===== src/design/ricod_pkg.sv =====
// constants for the relocation invariant code hash block
// opcodes, masks, register indexes and register reset values; no dependencies
package ricod_pkg;

    localparam int WordW  = 32;
    localparam int IndexW = 2;

    // mips major opcodes that take part in the relocation rules
    localparam logic [5:0] OP_JAL   = 6'h03;
    localparam logic [5:0] OP_ADDIU = 6'h09;
    localparam logic [5:0] OP_LUI   = 6'h0F;
    localparam logic [5:0] OP_LW    = 6'h23;

    // upper half bits of a jal that survive relocation
    localparam logic [15:0] JAL_HI_MASK = 16'hFC00;

    // configuration register indexes
    localparam logic [IndexW-1:0] REG_ADDRESS_BASE = 2'd0;
    localparam logic [IndexW-1:0] REG_SEED_VALUE   = 2'd1;
    localparam logic [IndexW-1:0] REG_CHECK_WORD   = 2'd2;
    localparam logic [IndexW-1:0] REG_OFFSET_VALUE = 2'd3;

    // configuration reset values
    localparam logic [WordW-1:0] ADDRESS_BASE_RST = 32'h0000_0000;
    localparam logic [WordW-1:0] SEED_VALUE_RST   = 32'h0B11_2D28;
    localparam logic [WordW-1:0] CHECK_WORD_RST   = 32'h0000_0000;
    localparam logic [WordW-1:0] OFFSET_VALUE_RST = 32'h002A_4EB6;

    typedef logic [WordW-1:0] word_t;

endpackage


===== src/design/relocation_invariant_code_hash.sv =====
// relocation invariant code hash: top level
// sums instruction halves, removes lui pair and jal relocation fields
// each word is held in the input register, and a result in the result register; one word per cycle
// is taken unless a last word waits on a result that the result side has not yet taken
// only words marked last produce a result transfer
// reset (rst_n low, async): pipeline empty, sum and previous word cleared,
// configuration registers at their reset values
module relocation_invariant_code_hash
(
    input  logic                 clk,
    input  logic                 rst_n,
    // configuration write port
    input  logic                 cfg_we,
    input  logic [1:0]           cfg_index,
    input  ricod_pkg::word_t     cfg_data,
    // input stream
    input  logic                 s_axis_tvalid,
    output logic                 s_axis_tready,
    input  logic [31:0]          s_axis_tdata,   // [31:0] insn_word
    input  logic                 s_axis_tlast,   // last_word
    // result stream
    output logic                 m_axis_tvalid,
    input  logic                 m_axis_tready,
    output logic [63:0]          m_axis_tdata    // [31:0] location, [63:32] raw_hash
);
    import ricod_pkg::*;

    word_t address_base_reg;
    word_t seed_value_reg;
    word_t check_word_reg;
    word_t offset_value_reg;
    word_t const_part_reg;

    logic  in_valid_reg;
    word_t in_word_reg;
    logic  in_last_reg;

    word_t sum_reg;
    word_t sum_next;
    word_t prev_word_reg;

    logic  out_valid_reg;
    word_t location_reg;
    word_t raw_hash_reg;

    logic  advance;

    logic [5:0]  cur_op;
    logic [4:0]  cur_rs;
    logic [4:0]  cur_rt;
    logic [15:0] cur_lo;
    logic [15:0] cur_hi;
    logic [5:0]  prev_op;
    logic [4:0]  prev_rt;
    logic [15:0] prev_lo;
    logic        pair_hit;
    logic        jal_hit;

    // configuration writes
    always_ff @(posedge clk or negedge rst_n)
    begin
        if (!rst_n)
        begin
            address_base_reg <= ADDRESS_BASE_RST;
            seed_value_reg   <= SEED_VALUE_RST;
            check_word_reg   <= CHECK_WORD_RST;
            offset_value_reg <= OFFSET_VALUE_RST;
        end
        else if (cfg_we)
        begin
            case (cfg_index)
                REG_ADDRESS_BASE: address_base_reg <= cfg_data;
                REG_SEED_VALUE:   seed_value_reg   <= cfg_data;
                REG_CHECK_WORD:   check_word_reg   <= cfg_data;
                REG_OFFSET_VALUE: offset_value_reg <= cfg_data;
                default:          ;
            endcase
        end
    end

    // base + seed - check + offset, registered from the configuration registers
    always_ff @(posedge clk)
    begin
        const_part_reg <= address_base_reg + seed_value_reg - check_word_reg
                          + offset_value_reg;
    end

    // handshake: the input stage moves on unless a result would be blocked
    assign advance       = in_valid_reg && (!in_last_reg || !out_valid_reg || m_axis_tready);
    assign s_axis_tready = !in_valid_reg || advance;

    // input register
    always_ff @(posedge clk or negedge rst_n)
    begin
        if (!rst_n)
        begin
            in_valid_reg <= 1'b0;
        end
        else if (s_axis_tready)
        begin
            in_valid_reg <= s_axis_tvalid;
        end
    end

    always_ff @(posedge clk)
    begin
        if (s_axis_tready && s_axis_tvalid)
        begin
            in_word_reg <= s_axis_tdata;
            in_last_reg <= s_axis_tlast;
        end
    end

    // instruction fields
    always_comb
    begin
        cur_op  = in_word_reg[31:26];
        cur_rs  = in_word_reg[25:21];
        cur_rt  = in_word_reg[20:16];
        cur_lo  = in_word_reg[15:0];
        cur_hi  = in_word_reg[31:16];
        prev_op = prev_word_reg[31:26];
        prev_rt = prev_word_reg[20:16];
        prev_lo = prev_word_reg[15:0];
    end

    // relocation rules and the new running sum
    always_comb
    begin
        pair_hit = (prev_op == OP_LUI) && ((cur_op == OP_ADDIU) || (cur_op == OP_LW))
                   && (cur_rs == prev_rt) && (cur_rs == cur_rt);
        jal_hit  = (cur_op == OP_JAL);
        sum_next = sum_reg + {16'd0, cur_lo} + {16'd0, cur_hi};
        if (pair_hit)
        begin
            sum_next = sum_next - {16'd0, cur_lo} - {16'd0, prev_lo};
        end
        if (jal_hit)
        begin
            sum_next = sum_next - {16'd0, cur_lo} - {16'd0, cur_hi & JAL_HI_MASK};
        end
    end

    // hash state, cleared at the end of each region
    always_ff @(posedge clk or negedge rst_n)
    begin
        if (!rst_n)
        begin
            sum_reg       <= '0;
            prev_word_reg <= '0;
        end
        else if (advance)
        begin
            sum_reg       <= in_last_reg ? '0 : sum_next;
            prev_word_reg <= in_last_reg ? '0 : in_word_reg;
        end
    end

    // result register
    always_ff @(posedge clk or negedge rst_n)
    begin
        if (!rst_n)
        begin
            out_valid_reg <= 1'b0;
        end
        else if (advance && in_last_reg)
        begin
            out_valid_reg <= 1'b1;
        end
        else if (m_axis_tready)
        begin
            out_valid_reg <= 1'b0;
        end
    end

    always_ff @(posedge clk)
    begin
        if (advance && in_last_reg)
        begin
            location_reg <= const_part_reg - sum_next;
            raw_hash_reg <= sum_next;
        end
    end

    assign m_axis_tvalid = out_valid_reg;
    assign m_axis_tdata  = {raw_hash_reg, location_reg};

endmodule


===== config.mk =====
export PLATFORM = sky130hd
export DESIGN_NAME = relocation_invariant_code_hash
export DESIGN_NICKNAME = d
export VERILOG_FILES = /design/src/design/ricod_pkg.sv /design/src/design/relocation_invariant_code_hash.sv
export SDC_FILE = /design/constraint.sdc
export NUM_CORES = 1
export LEC_CHECK = 0
export BUFFER_PORTS_ARGS = -buffer_cell sky130_fd_sc_hd__buf_2
export CAP_MARGIN = 20
export CORE_UTILIZATION = 50
export DETAILED_ROUTE_END_ITERATION = 12
export PLACE_DENSITY = 0.68
export SYNTH_ARGS = -nofsm -noshare
export SYNTH_HDL_FRONTEND = slang
export SYNTH_SLANG_ARGS = --single-unit

===== constraint.sdc =====
create_clock -name clk -period 14.83 [get_ports clk]
set_input_delay 0 -clock clk [delete_from_list [all_inputs] [get_ports clk]]
set_output_delay 0 -clock clk [all_outputs]
set_load 0.01 [all_outputs]

==> metrics.txt, run 1 <==
pre-CTS setup slack ~4.4 ns; DRC viols 0; Slowest cell on crit path fa_1; number of flops mapped to enable cells by yosys slightly below 100; routed wire length between 40 and 50 mm; FF-to-FF End location_reg[30]; Post-synth ARST share 59.43%; status finished clean; Layout area overhead 15.76%; Critical Path Start in_word_reg[1]; Wirelength per Cell 17.03 µm; synthesized area just over 20000 µm²; skew final approximately 0.018 ns; critical path class reg -> reg; Worst Tran Pin Value 1.031 ns; area of the core roughly 40000 µm²; root buffer cell clkbuf_16; initial antenna violation count 0; CTS tree built; syn avg cell area 10.41 µm²; # clock sinks approximately 320; Final ANT Viol Nets 0; r2r startpoint in_word_reg[1]; hold crit path type in -> async; worst endpoint required time roughly 15 ns; Worst Path Max Fanout 5; sequential standard cell area 8312 µm²; Pre-antenna DRT Iters 5; area of the multi-input gates about 11000 µm²; Hold Violations, Final 0; GP Congestion 0.9279; num rows 73; Syn Inst Count around 1900; r2r setup slk roughly 4.2 ns; Crit. End Element flop; unrepaired setup endpoints after global routing false; Finished Cell Area roughly 23000 µm²; Vias/cell 5.422; sequential-to-total area share from yosys stat between 40 and 50%; Boundary Pins 138; Mapped Nets 2220; GRT Residual Overflow 0; Final Cycle Share 71.46%; largest net degree at the start of global routing around 110; global-route wire length before repair approximately 76 mm; commonest cells after routing, fill and taps aside inv_1 (255), nand2_1 (178), dfrtp_1 (166), buf_2 (136), o21ai_0 (120); Max-Cap Viols 0; post-route setup slack approximately 4.2 ns; total negative slack 0 ns; worst-case reg-to-reg path depth 39; Worst-Skew Late Latency between 0.5 and 0.6 ns; Layout fillers roughly 3300; vias in the first global route about 15000; Final Max Slew Viols 0; Nets ~2400; via count roughly 15000; commonest non-fill, non-tap cell in the layout inv_1; H-tree depth 2; antenna cell count 0; port bufs 137; Post-DP Area roughly 21000 µm²; final setup violation count 0; die area about 40000 µm²; FMAX ~0.094 GHz; Critical Path AT about 11 ns; CTS clock-pin slew for the worst setup and hold paths ~0.060 ns; post-layout min period between 10 and 15 ns; layout cells sized above 1 around 16%; Yosys cell types 84; Syn. warnings 0; crit-path max cell delay about 0.51 ns; crit start category flop; slew margin rel. a little under a third; register bit total from synthesis 318; Die H between 200 and 250 µm; DRT iter0 DRCs 1049; CTS buffer count 37; cell count after placement around 2600; Post-CTS Repair Setup Buffers 0; total track usage between 20% and 30%; # resized after CTS 0; CTS hold repair buffers 69; HPWL Detailed 33.66 mm; dominant synthesized flop cell dfrtp_1; DIE WIDTH ~200 µm; CTS max path bufs 3; most frequent CP cell a21oi_1; final std cells w/o fill 2700; initial core utilization 50.66%
[area by class of cell]
class / count / share of cell area, %
clock buffers: 51 / 4.419
clock inverters: 17 / 0.6551
inverters: 258 / 4.156
multi-input cells: 1315 / 45.93
flip-flops and latches: 318 / 35.67
well taps: 525 / 2.819
repair buffers: 216 / 6.352
[synthesized netlist by cell type, drive strengths merged, types with 11 or more instances]
master  number  area share (%)
xor2        39             1.8
nand4       18            0.56
nand2      179             3.3
o21ai      125             3.1
o211ai      12            0.47
xnor2       98             4.3
a211oi      14            0.55
inv        258             4.8
fa         103              10
and3        16            0.50
nor2        79             1.5
a21o        26            0.97
or3         20            0.67
o31ai       21            0.78
dfxtp       32             3.2
dfrtp      166              21
dfstp       23             3.0
ha         111             6.9
nand2b      13            0.40
nor3        28            0.70
nor2b       16            0.50
mux2       102             5.7
and2        11            0.34
a31oi       12            0.37
edfxtp      97              14
o21a        17            0.63
nand3       51             1.3
clkbuf      36            0.67
a21oi       77             2.0
[metal layers]
metal,GRT usage (%),vias to the layer above,share of wire [%]
li1,-,7084,-
met2,38.42,334,47
met4,7.975,0,2.8
met1,31.26,7144,45
met5,0,-,0
met3,3.034,78,4.6
[worst max path at each step]
stage | endpoint | slack [ns] | cells after the start
5_1_grt | location_reg[30] | 3.54 | 39
3_3_place_gp | location_reg[30] | 4.58 | 38
6_report | location_reg[30] | 4.23 | 39
3_5_place_dp | location_reg[30] | 4.42 | 37
4_1_cts | location_reg[30] | 4.35 | 37
2_1_floorplan | location_reg[30] | 5.37 | 38
[cell families (layout without fill, tap and decap cells)]
family / after synthesis / after routing / synth area share [%]
compound gates: 374 / 374 / 12.01
xor+xnor: 137 / 137 / 6.036
fa+ha+maj: 221 / 221 / 17.51
buf+inv: 301 / 542 / 5.613
flops: 318 / 318 / 41.29
mux: 111 / 111 / 6.154
simple gates: 472 / 472 / 11.39
[critical path: cells and delay by family, from the launching register on]
kind / cells / cell delay, ns
and+or+nand+nor: 3 / 0.32
DFF: 1 / 0.50
AOI/OAI and AO/OA: 19 / 4.23
buffers and inverters: 1 / 0.07
adders and majority gates: 12 / 4.59
xor gates and xnor gates: 4 / 0.59
[stage by stage]
step	utilization (%)	hold WS, ns
after floorplan	-	-0.2956
after global placement	53.87	0.1773
after detailed placement	53.87	0.1781
after CTS	58.58	0.1242
after global routing	58.65	0.1480
final	58.65	0.1479
Power of run 1 is not shown: default switching activity piles up to over one toggle a cycle in this logic, so the estimate is an artifact.
==> run 2: changes to the inputs <==
--- a/config.mk
+++ b/config.mk
@@ -5,11 +5,12 @@
 export SDC_FILE = /design/constraint.sdc
 export NUM_CORES = 1
 export LEC_CHECK = 0
+export ABC_AREA = 1
 export BUFFER_PORTS_ARGS = -buffer_cell sky130_fd_sc_hd__buf_2
 export CAP_MARGIN = 20
 export CORE_UTILIZATION = 50
 export DETAILED_ROUTE_END_ITERATION = 12
-export PLACE_DENSITY = 0.68
+export PLACE_DENSITY = 0.7
 export SYNTH_ARGS = -nofsm -noshare
 export SYNTH_HDL_FRONTEND = slang
 export SYNTH_SLANG_ARGS = --single-unit
==> constraint.sdc (replaced) <==
create_clock -name clk -period 9.43 [get_ports clk]
set_input_delay 0 -clock clk [delete_from_list [all_inputs] [get_ports clk]]
set_output_delay 0 -clock clk [all_outputs]
set_load 0.01 [all_outputs]
==> metrics.txt, run 2 <==
status finished clean (unchanged); critical path class reg -> reg (unchanged); Max-Cap Viols 0 (unchanged); total track usage 26.83% (was 23.15%); crit path buf inv count 4 (was 1); register bit total from synthesis 318 (unchanged); top post-synthesis cells by area dfrtp_1 (19%), edfxtp_1 (14%), nand2_1 (10%) (was dfrtp_1 (21%), edfxtp_1 (14%), fa_1 (10%)); Mapped Nets 2869 (was 2220); antenna cell count 0 (unchanged); unrepaired setup endpoints after global routing false (unchanged); Syn Inst Count 2583 (was 1934); crit start category flop (unchanged); CP top delay family adder cells (unchanged); most frequent CP cell nand2_1 (was a21oi_1); Met1 Wirelength 25.60 mm (was 20.90 mm); Critical Path AT 9.03 ns (was 10.89 ns); cell taking the most area after synthesis dfrtp_1 (unchanged); Pre-antenna DRT Iters 7 (was 5); Crit. End Element flop (unchanged); DIE WIDTH 208.8 µm (was 202.6 µm); # clock sinks 318 (unchanged); post-synthesis xor/xnor area fraction 4.669% (was 6.036%); most common cell in the netlist nand2_1 (was inv_1); complex-gate fraction of the synthesized area 9.975% (was 12.01%); CTS max path bufs 3 (unchanged); CTS clock-pin slew for the worst setup and hold paths 0.06 ns (about the same); Yosys cell types 52 (was 84); num rows 75 (was 73); Slowest cell on crit path fa_1 (unchanged); Vias/cell 5.197 (was 5.422); Final ANT Viol Nets 0 (unchanged); Worst-Skew Late Latency 0.56 ns (about the same); DRT iter0 DRCs 1199 (was 1049); GRT Residual Overflow 0 (unchanged); Syn. warnings 0 (unchanged); Post-CTS Repair Setup Buffers 0 (unchanged); Final Max Slew Viols 0 (unchanged); CTS buffer count 38 (was 37); HPWL Detailed 43.48 mm (was 33.66 mm); vias in the first global route 17630 (was 14830); post-synthesis mux area share 0.04681% (was 6.154%); CTS tree built (unchanged); crit-path max cell delay 0.54 ns (was 0.51 ns); hold crit path type in -> async (unchanged); Hold Violations, Final 0 (unchanged); number of flops mapped to enable cells by yosys 97 (unchanged); met3 wire length 2.890 mm (was 2.119 mm); area share of the leading cell type in the synthesized netlist 19.42% (was 20.64%); FMAX 0.1148 GHz (was 0.09437 GHz); commonest non-fill, non-tap cell in the layout nand2_1 (was inv_1); initial core utilization 50.87% (was 50.66%); Boundary Pins 138 (unchanged); Layout fillers 3753 (was 3326); Worst Tran Pin Value 1.001 ns (was 1.031 ns); port bufs 137 (unchanged); sequential-to-total area share from yosys stat 38.87% (was 41.29%); total negative slack 0 ns (unchanged); Worst Path Max Fanout 6 (was 5); root buffer cell clkbuf_16 (unchanged); DRC viols 0 (unchanged); H-tree depth 2 (unchanged); die area 43600 µm² (was 41070 µm²); Layout area overhead 16.04% (was 15.76%); met2 WL post-DR 26.44 mm (was 21.67 mm); Die H 208.8 µm (was 202.6 µm); adder-cell area share of the yosys netlist 16.14% (was 17.51%); GP Congestion 0.9543 (was 0.9279); Nets 3088 (was 2432); synthesized area 21390 µm² (was 20130 µm²); slew margin rel. 33.25% (was 30.31%); Wirelength per Cell 16.81 µm (was 17.03 µm); final std cells w/o fill 3370 (was 2700); skew final 0.02256 ns (was 0.01802 ns); hold_ws 0.1247 ns (was 0.1479 ns); syn avg cell area 8.279 µm² (was 10.41 µm²); Post-synth ARST share 59.43% (unchanged); Final Cycle Share 92.36% (was 71.46%); post-layout min period 8.710 ns (was 10.60 ns); global-route wire length before repair 91.60 mm (was 75.64 mm); largest net degree at the start of global routing 122 (was 111); Post-Synth Simple-Gate Area 20.51% (was 11.39%); dominant synthesized flop cell dfrtp_1 (unchanged); top sig layer met4 (unchanged); area of the core 42040 µm² (was 39730 µm²); layout cells sized above 1 12.50% (was 16.46%); post-layout utilization of the core 59.03% (was 58.65%); routed wire length 56.63 mm (was 45.99 mm); via count 17510 (was 14640); commonest cells after routing, fill and taps aside nand2_1 (587), inv_1 (500), o21ai_0 (204), dfrtp_1 (166), buf_2 (136) (was inv_1 (255), nand2_1 (178), dfrtp_1 (166), buf_2 (136), o21ai_0 (120)); worst endpoint required time 9.75 ns (was 15.13 ns); initial antenna violation count 0 (unchanged); final setup violation count 0 (unchanged); cell count after placement 3233 (was 2562); largest family of logic cells by synthesized area simple AND/OR/NAND/NOR gates (was adder cells); most instantiated cells after synthesis nand2_1 (587), inv_1 (501), o21ai_0 (210), dfrtp_1 (166), nor2_1 (119) (was inv_1 (255), nand2_1 (179), dfrtp_1 (166), o21ai_0 (120), ha_1 (111))
-- run 2: area by class of cell --
cell class | instances | area, µm² | area share (%)
multi-input combinational | 1707 | 11020 | 44.42
tap | 539 | 674.4 | 2.718
clock buffer | 49 | 1096 | 4.417
inverter | 518 | 1944 | 7.835
clock inverter | 20 | 286.5 | 1.155
sequential | 318 | 8312 | 33.49
timing repair buffer | 219 | 1480 | 5.965
-- run 2: kinds of logic after synthesis --
group,Yosys count
DFF,318
AOI/OAI and AO/OA,397
adders and majority gates,214
buffers and inverters,558
xor gates and xnor gates,114
and+or+nand+nor,981
muxes,1
-- run 2: through the flow --
stage	area [µm²]	setup slack [ns]
2_1_floorplan	21390	2.035
3_3_place_gp	22740	0.4341
3_5_place_dp	22740	0.3967
4_1_cts	24800	0.3257
5_1_grt	24820	0.02589
6_report	24820	0.7201
-- run 2: what timing repair did --
action	in CTS	in global routing
endpoints found under the setup margin	0	11
hold buffers	68	0
resized for setup	0	9
hold endpoints to repair	261	0
-- run 2: metal layers --
layer,vias to the layer above,GRT usage (%)
li1,8646,-
met1,8363,36.44
met2,414,44.32
met3,91,3.697
met4,0,8.874
met5,-,0
-- run 2: worst paths after layout --
path	cells after the start	slack, ns	startpoint	to
max in group asynchronous	3	7.64	rst_n	prev_word_reg[9]
hold reg to reg	2	0.48	address_base_reg[24]	address_base_reg[24]
setup / recovery	46	0.72	in_word_reg[1]	location_reg[29]
min in group clk	5	0.14	cfg_index[0]	offset_value_reg[21]
hold / removal	2	0.12	rst_n	address_base_reg[27]
setup reg to reg	46	0.72	in_word_reg[1]	location_reg[29]
-- run 2: worst register-to-register path, delay by kind of cell (launching register included) --
kind,cells,cell delay (ns)
adder cells (fa/ha/maj),8,3.30
AO/OA/AOI/OAI,11,2.15
AND/OR/NAND/NOR,20,1.64
XOR/XNOR,3,0.57
flip-flops,1,0.51
buffers and inverters,4,0.32
Power of run 2 is left out for the same reason.
==> run 3: changes to the inputs <==
==> constraint.sdc (replaced) <==
create_clock -name clk -period 7.6 [get_ports clk]
set_input_delay 0 -clock clk [delete_from_list [all_inputs] [get_ports clk]]
set_output_delay 0 -clock clk [all_outputs]
set_load 0.01 [all_outputs]
==> metrics.txt, run 3 (synthesis gave the netlist of run 2 again) <==
status finished clean (unchanged); Final Cycle Share 97.93% (was 92.36%); Layout fillers 3502 (was 3753); CTS clock-pin slew for the worst setup and hold paths 0.06 ns (about the same); global-route wire length before repair 95.57 mm (was 91.60 mm); hold crit path type in -> async (unchanged); GP Congestion 0.9780 (was 0.9543); CTS max path bufs 3 (unchanged); DRC viols 0 (unchanged); Wirelength per Cell 16.76 µm (was 16.81 µm); CTS buffer count 38 (unchanged); GRT Residual Overflow 0 (unchanged); layout cells sized above 1 25.73% (was 12.50%); HPWL Detailed 45.69 mm (was 43.48 mm); num rows 75 (unchanged); vias in the first global route 18990 (was 17630); Boundary Pins 138 (unchanged); initial core utilization 50.87% (unchanged); area of the core 42040 µm² (unchanged); # clock sinks 318 (unchanged); worst endpoint required time 7.91 ns (was 9.75 ns); DIE WIDTH 208.8 µm (unchanged); unrepaired setup endpoints after global routing true (was false); FMAX 0.1344 GHz (was 0.1148 GHz); Vias/cell 5.156 (was 5.197); Finished Cell Area 27880 µm² (was 24820 µm²); Critical Path AT 7.75 ns (was 9.03 ns); antenna cell count 0 (unchanged); Layout area overhead 30.35% (was 16.04%); slew margin rel. 43.08% (was 33.25%); crit-path max cell delay 0.53 ns (was 0.54 ns); initial antenna violation count 0 (unchanged); Worst-Skew Late Latency 0.57 ns (was 0.56 ns); cell count after placement 3463 (was 3233); largest net degree at the start of global routing 101 (was 122); Hold Violations, Final 0 (unchanged); Worst Tran Pin Value 0.8538 ns (was 1.001 ns); total track usage 27.94% (was 26.83%); DRT iter0 DRCs 1237 (was 1199); commonest cells after routing, fill and taps aside nand2_1 (551), inv_1 (489), buf_4 (280), o21ai_0 (181), dfrtp_1 (166) (was nand2_1 (587), inv_1 (500), o21ai_0 (204), dfrtp_1 (166), buf_2 (136)); port bufs 137 (unchanged); via count 18750 (was 17510); H-tree depth 2 (unchanged); post-layout min period 7.443 ns (was 8.710 ns); critical path class reg -> reg (unchanged); commonest non-fill, non-tap cell in the layout nand2_1 (unchanged); final setup violation count 0 (unchanged); Slowest cell on crit path fa_1 (unchanged); Final ANT Viol Nets 0 (unchanged); skew final 0.02266 ns (was 0.02256 ns); Max-Cap Viols 0 (unchanged); CTS tree built (unchanged); Final Max Slew Viols 0 (unchanged); die area 43600 µm² (unchanged); Nets 3354 (was 3088); Pre-antenna DRT Iters 5 (was 7); root buffer cell clkbuf_16 (unchanged); final std cells w/o fill 3636 (was 3370); post-layout utilization of the core 66.31% (was 59.03%); routed wire length 60.94 mm (was 56.63 mm); crit start category flop (unchanged); most frequent CP cell nand2_2 (was nand2_1); Crit. End Element flop (unchanged); Worst Path Max Fanout 4 (was 6); hold_ws 0.06275 ns (was 0.1247 ns); Die H 208.8 µm (unchanged); Post-DP Area 24470 µm² (was 22740 µm²)
==> run 3: cell count changes in the layout (fill, tap and decap cells not counted), sizes merged <==
cell	previous run	this run
clkbuf	50	47
bufinv	6	8
clkinv	11	12
clkinvlp	4	3
buf	150	416
inv	517	518
==> run 3: area by class of cell <==
class	instances	area [µm²]	area share [%]
clock buffer	46	1012	3.631
clock inverter	23	350.3	1.257
inverter	518	1944	6.975
multi-input combinational	1707	12110	43.43
sequential	318	8312	29.82
tap	539	674.4	2.419
timing repair buffer	485	3477	12.47
==> run 3: final timing paths <==
check | cells past startpoint | slack [ns] | startpoint | to
max | 44 | 0.16 | in_word_reg[18] | location_reg[27]
min reg2reg | 2 | 0.49 | address_base_reg[20] | address_base_reg[20]
min in group clk | 2 | 0.14 | s_axis_tdata[30] | in_word_reg[30]
min | 2 | 0.06 | rst_n | seed_value_reg[28]
max reg2reg | 44 | 0.16 | in_word_reg[18] | location_reg[27]
max in group asynchronous | 4 | 5.56 | rst_n | prev_word_reg[26]
==> run 3: stage by stage <==
step           worst slack [ns]  setup TNS, ns
3_3_place_gp            -0.2340         -1.600
5_1_grt                 -0.2025        -0.8743
3_5_place_dp            -0.3463         -2.831
6_report                 0.1571              0
2_1_floorplan            0.2054              0
4_1_cts                0.002677              0
==> run 3: layer usage <==
| metal | track usage (%) | vias up | part of all wire (%) |
|---|---|---|---|
| li1 | - | 9176 | - |
| met1 | 36.70 | 8987 | 43 |
| met2 | 46.30 | 469 | 48 |
| met3 | 5.335 | 114 | 5.8 |
| met4 | 9.584 | 0 | 3.0 |
| met5 | 0 | - | 0 |
==> run 3: critical path, delay by kind of cell, from the launching register on <==
| family | cells | cell delay [ns] |
|---|---|---|
| DFF | 1 | 0.46 |
| xor gates and xnor gates | 4 | 0.60 |
| adders and majority gates | 7 | 2.63 |
| buffers and inverters | 7 | 0.70 |
| AOI/OAI and AO/OA | 8 | 1.16 |
| and+or+nand+nor | 18 | 1.63 |
==> run 3: repair_timing <==
| item | in CTS | in global routing |
|---|---|---|
| resized for setup | 43 | 185 |
| hold buffers | 68 | 0 |
| buffers inserted | 8 | 29 |
| endpoints found under the setup margin | 13 | 17 |
| endpoints found under the hold margin | 262 | 0 |
| gates cloned | 0 | 0 |
| pin swaps | 7 | 57 |
Power of run 3 is left out for the same reason.
